--- src/hdl/seek_flee_arrival_steering_defines.svh ---
// assertion macros for the seek/flee steering block
// no dependencies; included by the top level
`ifndef SEEK_FLEE_ARRIVAL_STEERING_DEFINES_SVH
`define SEEK_FLEE_ARRIVAL_STEERING_DEFINES_SVH

// same-cycle implication, clocked on clk, off during reset
`define SFAS_ASSERT_NOW(lbl, ante, cons, msg) \
  lbl: assert property (@(posedge clk) disable iff (!rst_n) (ante) |-> (cons)) else $error(msg);

// next-cycle implication
`define SFAS_ASSERT_NEXT(lbl, ante, cons, msg) \
  lbl: assert property (@(posedge clk) disable iff (!rst_n) (ante) |=> (cons)) else $error(msg);

`endif

--- src/hdl/sfas_pkg.sv ---
// shared constants for the seek/flee steering block
// no dependencies
`default_nettype none
package sfas_pkg;
  localparam int FIELD_W = 24;
  localparam int CFG_W   = 23;
  localparam int IM_W    = 13;
  localparam int IDX_W   = 3;
  localparam int SUB_W   = 28;

  localparam logic [IDX_W-1:0] CFG_MAX_VELOCITY   = 3'd0;
  localparam logic [IDX_W-1:0] CFG_MAX_FORCE      = 3'd1;
  localparam logic [IDX_W-1:0] CFG_MAX_SPEED      = 3'd2;
  localparam logic [IDX_W-1:0] CFG_INVERSE_MASS   = 3'd3;
  localparam logic [IDX_W-1:0] CFG_ARRIVAL_RADIUS = 3'd4;

  localparam logic [CFG_W-1:0] RST_MAX_VELOCITY   = 23'd8192;
  localparam logic [CFG_W-1:0] RST_MAX_FORCE      = 23'd819;
  localparam logic [CFG_W-1:0] RST_MAX_SPEED      = 23'd12288;
  localparam logic [IM_W-1:0]  RST_INVERSE_MASS   = 13'd410;
  localparam logic [CFG_W-1:0] RST_ARRIVAL_RADIUS = 23'd40960;
endpackage
`default_nettype wire

--- src/hdl/sfas_csub.sv ---
// shared compare-subtract unit for the square root and divider steps
// uses sfas_pkg for the default width
`default_nettype none
module sfas_csub #(
  parameter int W = sfas_pkg::SUB_W
) (
  input  wire logic [W-1:0] a,
  input  wire logic [W-1:0] b,
  output logic              ge,
  output logic [W-1:0]      diff
);
  logic [W:0] d;
  assign d    = {1'b0, a} - {1'b0, b};
  assign ge   = ~d[W];
  assign diff = d[W-1:0];
endmodule
`default_nettype wire

--- src/hdl/seek_flee_arrival_steering.sv ---
// One steering step per input beat: offset to target, distance by an iterative square root
// outside the arrival radius, desired velocity by two bit-serial divides (skipped at zero
// distance), clamped steering and velocity, new position. One shared 24x24 multiplier and
// one shared compare-subtract unit do the work under a sequencer; the block takes one beat
// at a time. The square root takes 25 steps and each divide 48 steps per axis through the
// compare-subtract unit. A finished result waits in the output register while the next beat
// is taken. Depends on sfas_pkg, sfas_csub and the defines header.
`default_nettype none
`include "seek_flee_arrival_steering_defines.svh"
module seek_flee_arrival_steering (
  input  wire logic        clk,
  input  wire logic        rst_n,
  input  wire logic        in_valid,
  output logic             in_ready,
  input  wire logic        in_mode,
  input  wire logic [23:0] in_target_x,
  input  wire logic [23:0] in_target_y,
  output logic             out_valid,
  input  wire logic        out_ready,
  output logic [23:0]      out_pos_x,
  output logic [23:0]      out_pos_y,
  output logic [23:0]      out_vel_x,
  output logic [23:0]      out_vel_y,
  output logic [23:0]      out_heading_x,
  output logic [23:0]      out_heading_y,
  output logic             out_inside_radius,
  input  wire logic        cfg_valid,
  output logic             cfg_ready,
  input  wire logic [2:0]  cfg_index,
  input  wire logic [22:0] cfg_data
);
  typedef enum logic [16:0] {
    S_IDLE = 17'h00001, S_SQX  = 17'h00002, S_SQY  = 17'h00004, S_SQR  = 17'h00008,
    S_CMP  = 17'h00010, S_SQRT = 17'h00020, S_MULX = 17'h00040, S_DIVX = 17'h00080,
    S_STX  = 17'h00100, S_MSX  = 17'h00200, S_VX   = 17'h00400, S_MULY = 17'h00800,
    S_DIVY = 17'h01000, S_STY  = 17'h02000, S_MSY  = 17'h04000, S_VY   = 17'h08000,
    S_DONE = 17'h10000
  } state_t;

  state_t state_r;
  logic [22:0] mv_r, mf_r, ms_r, rad_r;
  logic [12:0] im_r;
  logic signed [23:0] px_r, py_r, vx_r, vy_r;
  logic [23:0] ux_r, uy_r;
  logic negx_r, negy_r, inside_r, zdist_r;
  logic [47:0] p_r;
  logic [49:0] d2_r, wrk_r;
  logic [27:0] rem_r;
  logic [24:0] root_r, dvs_r;
  logic [5:0]  cnt_r;
  logic signed [23:0] s_r, nvx_r, nvy_r;
  logic out_valid_r;
  logic [23:0] o_px_r, o_py_r, o_vx_r, o_vy_r, o_hx_r, o_hy_r;
  logic o_in_r;

  // accept path
  logic signed [24:0] dx, dy, ax, ay;
  assign dx = $signed({in_target_x[23], in_target_x}) - $signed({px_r[23], px_r});
  assign dy = $signed({in_target_y[23], in_target_y}) - $signed({py_r[23], py_r});
  assign ax = dx[24] ? -dx : dx;
  assign ay = dy[24] ? -dy : dy;

  // shared multiplier
  logic [23:0] mul_a, mul_b, s_mag;
  logic [47:0] mul_p;
  assign s_mag = s_r[23] ? 24'(-s_r) : 24'(s_r);
  always_comb begin
    unique case (state_r)
      S_SQX:        begin mul_a = ux_r;          mul_b = ux_r; end
      S_SQY:        begin mul_a = uy_r;          mul_b = uy_r; end
      S_SQR:        begin mul_a = {1'b0, rad_r}; mul_b = {1'b0, rad_r}; end
      S_MULX:       begin mul_a = ux_r;          mul_b = {1'b0, mv_r}; end
      S_MULY:       begin mul_a = uy_r;          mul_b = {1'b0, mv_r}; end
      S_MSX, S_MSY: begin mul_a = s_mag;         mul_b = {11'b0, im_r}; end
      default:      begin mul_a = '0;            mul_b = '0; end
    endcase
  end
  assign mul_p = mul_a * mul_b;

  // shared compare-subtract
  logic [27:0] sub_a, sub_b, sub_diff;
  logic sub_ge;
  always_comb begin
    if (state_r == S_SQRT) begin
      sub_a = {rem_r[25:0], wrk_r[49:48]};
      sub_b = {1'b0, root_r, 2'b01};
    end else begin
      sub_a = {2'b0, rem_r[24:0], wrk_r[47]};
      sub_b = {3'b0, dvs_r};
    end
  end
  sfas_csub #(.W(sfas_pkg::SUB_W)) u_csub (
    .a(sub_a), .b(sub_b), .ge(sub_ge), .diff(sub_diff)
  );

  // steering clamp
  logic st_neg;
  logic signed [23:0] st_v;
  logic signed [48:0] dv;
  logic signed [49:0] st_diff, st_lim;
  logic signed [23:0] st_c;
  assign st_neg  = (state_r == S_STY) ? negy_r : negx_r;
  assign st_v    = (state_r == S_STY) ? vy_r : vx_r;
  assign dv      = st_neg ? -$signed({1'b0, wrk_r[47:0]}) : $signed({1'b0, wrk_r[47:0]});
  assign st_diff = $signed({dv[48], dv}) - $signed({{26{st_v[23]}}, st_v});
  assign st_lim  = $signed({27'b0, mf_r});
  always_comb begin
    if (st_diff > st_lim) st_c = 24'(st_lim);
    else if (st_diff < -st_lim) st_c = 24'(-st_lim);
    else st_c = 24'(st_diff);
  end

  // velocity update
  logic signed [23:0] vu_v;
  logic signed [24:0] sx;
  logic signed [25:0] vsum, vlim;
  logic signed [23:0] nv;
  assign vu_v = (state_r == S_VY) ? vy_r : vx_r;
  assign sx   = s_r[23] ? -$signed({1'b0, p_r[35:12]}) : $signed({1'b0, p_r[35:12]});
  assign vsum = $signed({{2{vu_v[23]}}, vu_v}) + $signed({sx[24], sx});
  assign vlim = $signed({3'b0, ms_r});
  always_comb begin
    if (vsum > vlim) nv = 24'(vlim);
    else if (vsum < -vlim) nv = 24'(-vlim);
    else nv = 24'(vsum);
  end

  // position saturation
  logic signed [24:0] psx, psy;
  logic [23:0] npx, npy;
  assign psx = $signed({px_r[23], px_r}) + $signed({nvx_r[23], nvx_r});
  assign psy = $signed({py_r[23], py_r}) + $signed({nvy_r[23], nvy_r});
  assign npx = (psx[24] != psx[23]) ? (psx[24] ? 24'h800000 : 24'h7fffff) : psx[23:0];
  assign npy = (psy[24] != psy[23]) ? (psy[24] ? 24'h800000 : 24'h7fffff) : psy[23:0];

  logic done_go;
  assign done_go  = (state_r == S_DONE) && (!out_valid_r || out_ready);
  assign in_ready = (state_r == S_IDLE);
  assign cfg_ready = 1'b1;

  always_ff @(posedge clk) begin
    if (!rst_n) begin
      state_r     <= S_IDLE;
      mv_r        <= sfas_pkg::RST_MAX_VELOCITY;
      mf_r        <= sfas_pkg::RST_MAX_FORCE;
      ms_r        <= sfas_pkg::RST_MAX_SPEED;
      im_r        <= sfas_pkg::RST_INVERSE_MASS;
      rad_r       <= sfas_pkg::RST_ARRIVAL_RADIUS;
      px_r        <= '0;
      py_r        <= '0;
      vx_r        <= '0;
      vy_r        <= '0;
      out_valid_r <= 1'b0;
    end else begin
      if (cfg_valid && cfg_ready) begin
        unique case (cfg_index)
          sfas_pkg::CFG_MAX_VELOCITY:   mv_r  <= cfg_data;
          sfas_pkg::CFG_MAX_FORCE:      mf_r  <= cfg_data;
          sfas_pkg::CFG_MAX_SPEED:      ms_r  <= cfg_data;
          sfas_pkg::CFG_INVERSE_MASS:   im_r  <= cfg_data[12:0];
          sfas_pkg::CFG_ARRIVAL_RADIUS: rad_r <= cfg_data;
          default: ;
        endcase
      end
      if (done_go) out_valid_r <= 1'b1;
      else if (out_ready) out_valid_r <= 1'b0;

      unique case (state_r)
        S_IDLE: begin
          if (in_valid) begin
            ux_r    <= ax[23:0];
            uy_r    <= ay[23:0];
            negx_r  <= dx[24] ^ in_mode;
            negy_r  <= dy[24] ^ in_mode;
            state_r <= S_SQX;
          end
        end
        S_SQX: begin p_r <= mul_p; state_r <= S_SQY; end
        S_SQY: begin d2_r <= {2'b0, p_r}; p_r <= mul_p; state_r <= S_SQR; end
        S_SQR: begin d2_r <= d2_r + {2'b0, p_r}; p_r <= mul_p; state_r <= S_CMP; end
        S_CMP: begin
          inside_r <= d2_r < {2'b0, p_r};
          zdist_r  <= 1'b0;
          rem_r    <= '0;
          root_r   <= '0;
          if (d2_r < {2'b0, p_r}) begin
            dvs_r   <= {2'b0, rad_r};
            state_r <= S_MULX;
          end else begin
            wrk_r   <= d2_r;
            cnt_r   <= 6'd24;
            state_r <= S_SQRT;
          end
        end
        S_SQRT: begin
          rem_r  <= sub_ge ? sub_diff : sub_a;
          root_r <= {root_r[23:0], sub_ge};
          wrk_r  <= {wrk_r[47:0], 2'b00};
          cnt_r  <= cnt_r - 6'd1;
          if (cnt_r == 6'd0) begin
            dvs_r <= {root_r[23:0], sub_ge};
            if ({root_r[23:0], sub_ge} == 25'd0) begin
              zdist_r <= 1'b1;
              wrk_r   <= '0;
              state_r <= S_STX;
            end else begin
              state_r <= S_MULX;
            end
          end
        end
        S_MULX, S_MULY: begin
          wrk_r   <= {2'b0, mul_p};
          rem_r   <= '0;
          cnt_r   <= 6'd47;
          state_r <= (state_r == S_MULX) ? S_DIVX : S_DIVY;
        end
        S_DIVX, S_DIVY: begin
          rem_r <= sub_ge ? sub_diff : sub_a;
          wrk_r <= {2'b0, wrk_r[46:0], sub_ge};
          cnt_r <= cnt_r - 6'd1;
          if (cnt_r == 6'd0) state_r <= (state_r == S_DIVX) ? S_STX : S_STY;
        end
        S_STX: begin s_r <= st_c; state_r <= S_MSX; end
        S_STY: begin s_r <= st_c; state_r <= S_MSY; end
        S_MSX: begin p_r <= mul_p; state_r <= S_VX; end
        S_MSY: begin p_r <= mul_p; state_r <= S_VY; end
        S_VX: begin
          nvx_r <= nv;
          if (zdist_r) state_r <= S_STY;
          else state_r <= S_MULY;
        end
        S_VY: begin nvy_r <= nv; state_r <= S_DONE; end
        S_DONE: begin
          if (done_go) begin
            o_px_r  <= npx;
            o_py_r  <= npy;
            o_vx_r  <= nvx_r;
            o_vy_r  <= nvy_r;
            o_hx_r  <= vx_r;
            o_hy_r  <= vy_r;
            o_in_r  <= inside_r;
            px_r    <= npx;
            py_r    <= npy;
            vx_r    <= nvx_r;
            vy_r    <= nvy_r;
            state_r <= S_IDLE;
          end
        end
        default: state_r <= S_IDLE;
      endcase
    end
  end

  assign out_valid         = out_valid_r;
  assign out_pos_x         = o_px_r;
  assign out_pos_y         = o_py_r;
  assign out_vel_x         = o_vx_r;
  assign out_vel_y         = o_vy_r;
  assign out_heading_x     = o_hx_r;
  assign out_heading_y     = o_hy_r;
  assign out_inside_radius = o_in_r;

  `SFAS_ASSERT_NEXT(a_accept_starts, in_valid && in_ready, state_r == S_SQX, "accept did not start a step")
  `SFAS_ASSERT_NOW(a_div_nonzero, state_r == S_DIVX || state_r == S_DIVY, dvs_r != 25'd0, "divide by zero")
  `SFAS_ASSERT_NOW(a_out_from_done, $rose(out_valid_r), $past(state_r == S_DONE), "result without a finished step")
endmodule
`default_nettype wire

--- config.mk ---
export PLATFORM = sky130hd
export DESIGN_NAME = seek_flee_arrival_steering
export DESIGN_NICKNAME = d
export VERILOG_FILES = /design/src/hdl/sfas_pkg.sv /design/src/hdl/sfas_csub.sv /design/src/hdl/seek_flee_arrival_steering.sv
export VERILOG_INCLUDE_DIRS = /design/src /design/src/hdl
export SDC_FILE = /design/constraint.sdc
export NUM_CORES = 2
export LEC_CHECK = 0
export ABC_AREA = 1
export CORE_MARGIN = 2
export CORE_UTILIZATION = 45
export CTS_BUF_LIST = sky130_fd_sc_hd__clkbuf_2 sky130_fd_sc_hd__clkbuf_4 sky130_fd_sc_hd__clkbuf_8
export DETAILED_ROUTE_END_ITERATION = 7
export DONT_BUFFER_PORTS = 1
export PLACE_DENSITY = 0.62
export SYNTH_ARGS = -nofsm -noshare
export SYNTH_HDL_FRONTEND = slang
export SYNTH_SLANG_ARGS = --single-unit
--- constraint.sdc ---
create_clock -name clk -period 9.2 [get_ports clk]
set_input_delay 0.46 -clock clk [delete_from_list [all_inputs] [get_ports clk]]
set_output_delay 0.46 -clock clk [all_outputs]
set_load 0.05 [all_outputs]
### Word-level counts from Yosys, hierarchy flattened

Index checks and enable logic that the tools add are counted.

| storage, ports and cells | value |
|---|---|
| register bits after elaboration | 718 |
| bits of input ports | 80 |
| output and inout bits | 148 |
| word-level logic and storage cells | 180 |

| cells by class | value |
|---|---|
| add/sub/neg operators | 16 |
| multipliers | 1 |
| $lt $le $gt $ge | 5 |
| equal/unequal tests | 30 |
| mux-type cells | 48 |
| bitwise logic cells | 3 |
| reductions and logical operators | 42 |

Operator list:

| cell | count |
|---|---|
| $mux W24 | 12 |
| $pmux W17 S15 | 1 |
| $pmux W50 S4 | 1 |
| $mux W50 | 3 |
| $pmux W24 S5 | 1 |
| $pmux W25 S2 | 2 |
| $pmux W50 S2 | 1 |
| $pmux W24 S4 | 1 |
| $mux W25 | 3 |
| $neg A24 Y24 | 3 |
| $mux W17 | 4 |
| $pmux W26 S2 | 1 |
| $add A24 B24 Y25 | 2 |
| $add A50 B48 Y50 | 1 |
| $gt A50 B24 Y1 | 1 |
| $lt A50 B48 Y1 | 1 |
| $lt A50 B50 Y1 | 1 |
| $neg A23 Y50 | 1 |
| $sub A24 B24 Y25 | 2 |
| $sub A49 B24 Y50 | 1 |
| $mux W49 | 1 |
| $neg A48 Y49 | 1 |
| $mul A24 B24 Y48 | 1 |
| $sub A28 B27 Y29 | 1 |
| 58 further kinds | 98 |

### Longest topological paths before layout

| logic depth | value |
|---|---|
| depth after elaboration | 8 |
| gate-level depth with buffers | 44 |
| depth with buffers taken out | 43 |

### Cells and area by module

Synthesis repeated with hierarchy kept, for this count alone.

| unflattened totals | value |
|---|---|
| cell total of the unflattened synthesis | 9785 |
| area total of the unflattened synthesis | 73618.1 um^2 |

Modules (own cells, without submodules):

| module | times used | cells each | area each (um^2) | seq. area each (um^2) |
|---|---|---|---|---|
| seek_flee_arrival_steering | 1 | 9330 | 71381.0 | 19368.6 |
| sfas_csub | 1 | 455 | 2237.1 | 0.0 |

### Worst setup path after synthesis

No wires, ideal clock.

| timing path | value |
|---|---|
| kind | reg2reg |
| start | reg state_r[11] |
| end | reg o_hx_r[0], in the netlist out_heading_x[0], enable pin |
| setup time | 652 ps |
| arrival | 7748 ps |
| data required time | 8548 ps |
| setup slack | 800 ps |
| cell stages (with the launch flop) | 12 |
| path buffers | 2 |
| period minus slack after synthesis | 8400 ps |
| path through | dfxtp_1 -> inv_2 -> nand2_2 -> nor2_8 -> nand2_8 -> inv_2 -> nand3_1 -> nor2_2 -> inv_1 -> clkbuf_1 -> clkbuf_1 -> nor2_1 |

| between the ends | value |
|---|---|
| longest elaborated chain between the ends | 3 |

RTL lines:

| element | line | text |
|---|---|---|
| from (decl) | seek_flee_arrival_steering.sv:40 | `state_t state_r;` |
| from (signal assigned) | seek_flee_arrival_steering.sv:215 | `state_r <= (state_r == S_MULX) ? S_DIVX : S_DIVY;` |
| from (signal assigned) | seek_flee_arrival_steering.sv:221 | `if (cnt_r == 6'd0) state_r <= (state_r == S_DIVX) ? S_STX : S_STY;` |
| $eq A17 B17 Y1 * | seek_flee_arrival_steering.sv:137, seek_flee_arrival_steering.sv:168 |  |
| $logic_and A1 B1 Y1 | seek_flee_arrival_steering.sv:137 | `assign done_go = (state_r == S_DONE) && (!out_valid_r \|\| out_ready);` |
| $reduce_and A3 Y1 (no line) * | n/a |  |
| to (signal assigned) | seek_flee_arrival_steering.sv:239 | `o_hx_r <= vx_r;` |
| to (decl) | seek_flee_arrival_steering.sv:53 | `logic [23:0] o_px_r, o_py_r, o_vx_r, o_vy_r, o_hx_r, o_hy_r;` |

Mark *: on every way between the ends. The rest lies on a longest branch, timed or not.
A chain may end at the register's enable or synchronous reset.

### Worst setup path in the final report

| timing path | value |
|---|---|
| start | reg s_r[2] |
| end | reg wrk_r[46] (data pin) |

| between the ends | value |
|---|---|
| longest elaborated chain between the ends | 5 |

RTL lines:

| element | line | text |
|---|---|---|
| from (decl) | seek_flee_arrival_steering.sv:51 | `logic signed [23:0] s_r, nvx_r, nvy_r;` |
| from (signal assigned) | seek_flee_arrival_steering.sv:223 | `S_STX: begin s_r <= st_c; state_r <= S_MSX; end` |
| from (signal assigned) | seek_flee_arrival_steering.sv:224 | `S_STY: begin s_r <= st_c; state_r <= S_MSY; end` |
| $neg A24 Y24 | seek_flee_arrival_steering.sv:66 | `assign s_mag = s_r[23] ? 24'(-s_r) : 24'(s_r);` |
| $mux W24 * | seek_flee_arrival_steering.sv:66 |  |
| $pmux W24 S4 * | seek_flee_arrival_steering.sv:68 | `unique case (state_r)` |
| $mul A24 B24 Y48 * | seek_flee_arrival_steering.sv:78 | `assign mul_p = mul_a * mul_b;` |
| net mul_p[46] | seek_flee_arrival_steering.sv:65 | `logic [47:0] mul_p;` |
| $pmux W50 S4 * | seek_flee_arrival_steering.sv:168 | `unique case (state_r)` |
| to (signal assigned) | seek_flee_arrival_steering.sv:190 | `wrk_r <= d2_r;` |
| to (signal assigned) | seek_flee_arrival_steering.sv:198 | `wrk_r <= {wrk_r[47:0], 2'b00};` |
| to (signal assigned) | seek_flee_arrival_steering.sv:212 | `wrk_r <= {2'b0, mul_p};` |
| to (decl) | seek_flee_arrival_steering.sv:47 | `logic [49:0] d2_r, wrk_r;` |

The timed path passes the listed nets; every way through them passes the cells marked *.

==> run_results.csv <==
group,metric,value,unit
run_status,status,"finished, final reports clean",
synthesis,yosysSeqAreaShare,26.6,%
synthesis,synth_top_area_cell,"edfxtp_1",
setup_path,cp-start-kind,"flop",
clock_network,cts.path.max_buffers,3,
job,drv_cap,0,
detailed_routing,dr.first_iter.drc_count,7007,
synthesis,async_flop_share,0,%
floorplan,chipHeight,407,µm
clock_network,cts_buffers,131,
timing,fin_crit,9.02,ns
floorplan,initial_core_util,45.4,%
power_and_ir_drop,power,9.43,mW
global_route,grt_max_degree,151,
power_and_ir_drop,powerDensity,118,mW/mm²
detailed_routing,wl,293,mm
global_route,overflow,0,
synthesis,yosys_most_used_dff,"edfxtp_1",
timing,finalSetupViolCount,0,
detailed_routing,via_per_inst,5.57,
setup_path,slowest_stage,"a31oi_1",
clock_network,cts_htree_levels,4,
synthesis,synth_seq_cells,718,
clock_network,clk_latency,0.91,ns
synthesis,yosys_warnings,0,
floorplan,die_area,0.165,mm²
timing,final_max_slew_viol_count,0,
global_route,antenna_found_initial,42,
setup_path,worst-path-buf-inv,9,
synthesis,syn-cell-area,0.0730,mm²
timing,tightest_slew,1.41,ns
clock_network,cts_tree,"built",
setup_path,crit_top_cell,"fa_1",
cells_and_area,nets,11100,
setup_path,slowest_delay,0.69,ns
detailed_routing,wl_met1,125,mm
setup_path,r2r_setup_slack,0.18,ns
floorplan,rows,147,
synthesis,postSynthCellCount,9729,
detailed_routing,drtPass1Iterations,8,
synthesis,synth.top_cells.by_count,"nand2_1, inv_1, nor2_1",
setup_path,critPathCaptureType,"flop",
setup_path,critical_path.top_delay_family,"adder cells",
detailed_routing,dr_wl_met2,126,mm
cells_and_area,drive_gt1_share,7.14,%
power_and_ir_drop,peakVddDrop,0.131,mV
setup_path,arrival,9.69,ns
timing,hold_viol_final,0,
detailed_routing,final_antenna_net_count,0,
cells_and_area,fin_area,0.0802,mm²
detailed_routing,wire_per_inst,24.0,µm
timing,finalCritPeriodShare,98.1,%
synthesis,synth.area.top_cells,"edfxtp_1, fa_1, nand2_1, ha_1, inv_1",
synthesis,synthesis.nets,10900,
setup_path,critPathKind,"flop to flop",
detailed_routing,dr.max_layer_used,"met5",
synthesis,syn_area_per_cell,7.50,µm²
floorplan,io_pins,228,
synthesis,synth_top_area_share,20.5,%
placed_design,io_buffers,0,
placed_design,placed_area,0.0767,mm²
power_and_ir_drop,power.leakage,38.2,nW
detailed_routing,drc,0,
timing,slew_headroom,5.34,%
timing,fmax,0.111,GHz
global_route,grt_pass1_vias,64900,
global_route,grt_usage,35.3,%
clock_network,clockRootBuffer,"clkbuf_8",
detailed_routing,num_vias,68100,
placed_design,gp_congestion,1.03,
synthesis,yosysUniqueCellTypes,75,
detailed_routing,route.met3.wl,29.7,mm
clock_network,path_clk_slew,0.06,ns
setup_path,cp_data_required_time,9.87,ns
setup_path,crit_fanout,7,
placed_design,place.detailed.hpwl,240,mm
global_route,grt_pass1_wl,428,mm
floorplan,core_area,0.161,mm²
clock_network,cts.sink_count,718,
synthesis,synth_edf_count,499,
min_path,hp-class,"input pin to flop",
synthesis,synthMostInstantiatedCell,"nand2_1",
floorplan,die-width,407,µm
cells_and_area,areaGrowthSynthToFinish,9.95,%
timing,final.setup_skew,0.0692,ns
## per-stage QoR
step,setup WS [ns],hold WS [ns],instances,setup TNS (ns),util (%)
after floorplan,0.800,0.400,9729,0,-
after global placement,0.00563,0.417,11900,0,47.7
after detailed placement,-0.0927,0.415,11900,-0.133,47.7
after CTS,0.0125,0.00183,12200,0,49.7
after global routing,-0.000306,0.0590,12200,-0.000306,49.9
final,0.179,0.0781,12200,0,49.9
## sequential cells by signal, summed over array words and instances, names as in the netlist, 25 cells and up
signal	flops
d2_r	50
rem_r	26
dvs_r	25
p_r	48
wrk_r	50
root_r	25
## path summary, 6_finish.rpt
path	startpoint	to	depth (start not counted)
worst min-delay path	cfg_valid	rad_r[21]	3
worst max-delay path	s_r[2]	wrk_r[46]	36
worst min register to register	vy_r[3]	out_heading_y[3]	0
worst max register to register	s_r[2]	wrk_r[46]	36
## per-layer routing
| metal | GRT usage, % | vias up |
|---|---|---|
| li1 | - | 31600 |
| met1 | 48.8 | 32800 |
| met2 | 53.1 | 3166 |
| met3 | 8.64 | 476 |
| met4 | 13.3 | 22 |
| met5 | 0 | - |
## power by group
part,total [mW],switching [mW],internal [mW],leakage (nW)
Sequential,3.66,0.107,3.55,6.34
Combinational,2.42,1.72,0.700,30.4
Clock,3.35,1.58,1.77,1.42
## cells in the final DEF, fill, tap and decap left out, types with 40 or more instances in the layout
master | Yosys | layout
nand2_1 | 2104 | 2100
inv_1 | 1751 | 1740
nor2_1 | 1078 | 1071
a21oi_1 | 655 | 650
ha_1 | 595 | 595
o21ai_0 | 548 | 546
edfxtp_1 | 499 | 499
fa_1 | 490 | 490
nand3_1 | 391 | 389
buf_4 | 15 | 277
xor2_1 | 250 | 249
dfxtp_1 | 219 | 219
clkbuf_8 | 0 | 140
nand4_1 | 99 | 99
nor3_1 | 87 | 85
xnor2_1 | 75 | 75
nor4_1 | 66 | 62
o21bai_1 | 48 | 47
a31oi_1 | 47 | 47
inv_2 | 41 | 44
o211ai_1 | 40 | 40
dlygate4sd3_1 | 0 | 40
## what timing repair did
item / in CTS / in global routing
endpoints found under the setup margin: 2 / 54
pin swaps: 0 / 1
resized for setup: 1 / 34
hold buffers: 41 / 0
setup buffers: 0 / 7
endpoints found under the hold margin: 170 / 0
gates cloned: 0 / 1
## cell families after synthesis
group	share of synthesized area, %
adders and majority gates	23.7
and+or+nand+nor	22.6
other	0.00514
xor gates and xnor gates	4.01
buffers and inverters	11.0
DFF	26.6
AOI/OAI and AO/OA	12.2
## cell type report
cell class,instances,area [µm²]
antenna,30,75.1
clock buffer,166,2120
clock inverter,68,648
fill,16000,80500
inverter,1801,6790
multi-input combinational,6937,45700
sequential,718,19400
tap,2160,2700
timing repair buffer,334,2790
## worst register-to-register path, delay by kind of cell, from the launching register on
kind	cells	cell delay [ns]
adders and majority gates	8	3.92
AOI/OAI and AO/OA	5	1.67
and+or+nand+nor	13	1.62
buffers and inverters	9	0.98
DFF	1	0.47
xor gates and xnor gates	1	0.19
Note: power is estimated with default switching activity, not from simulation.
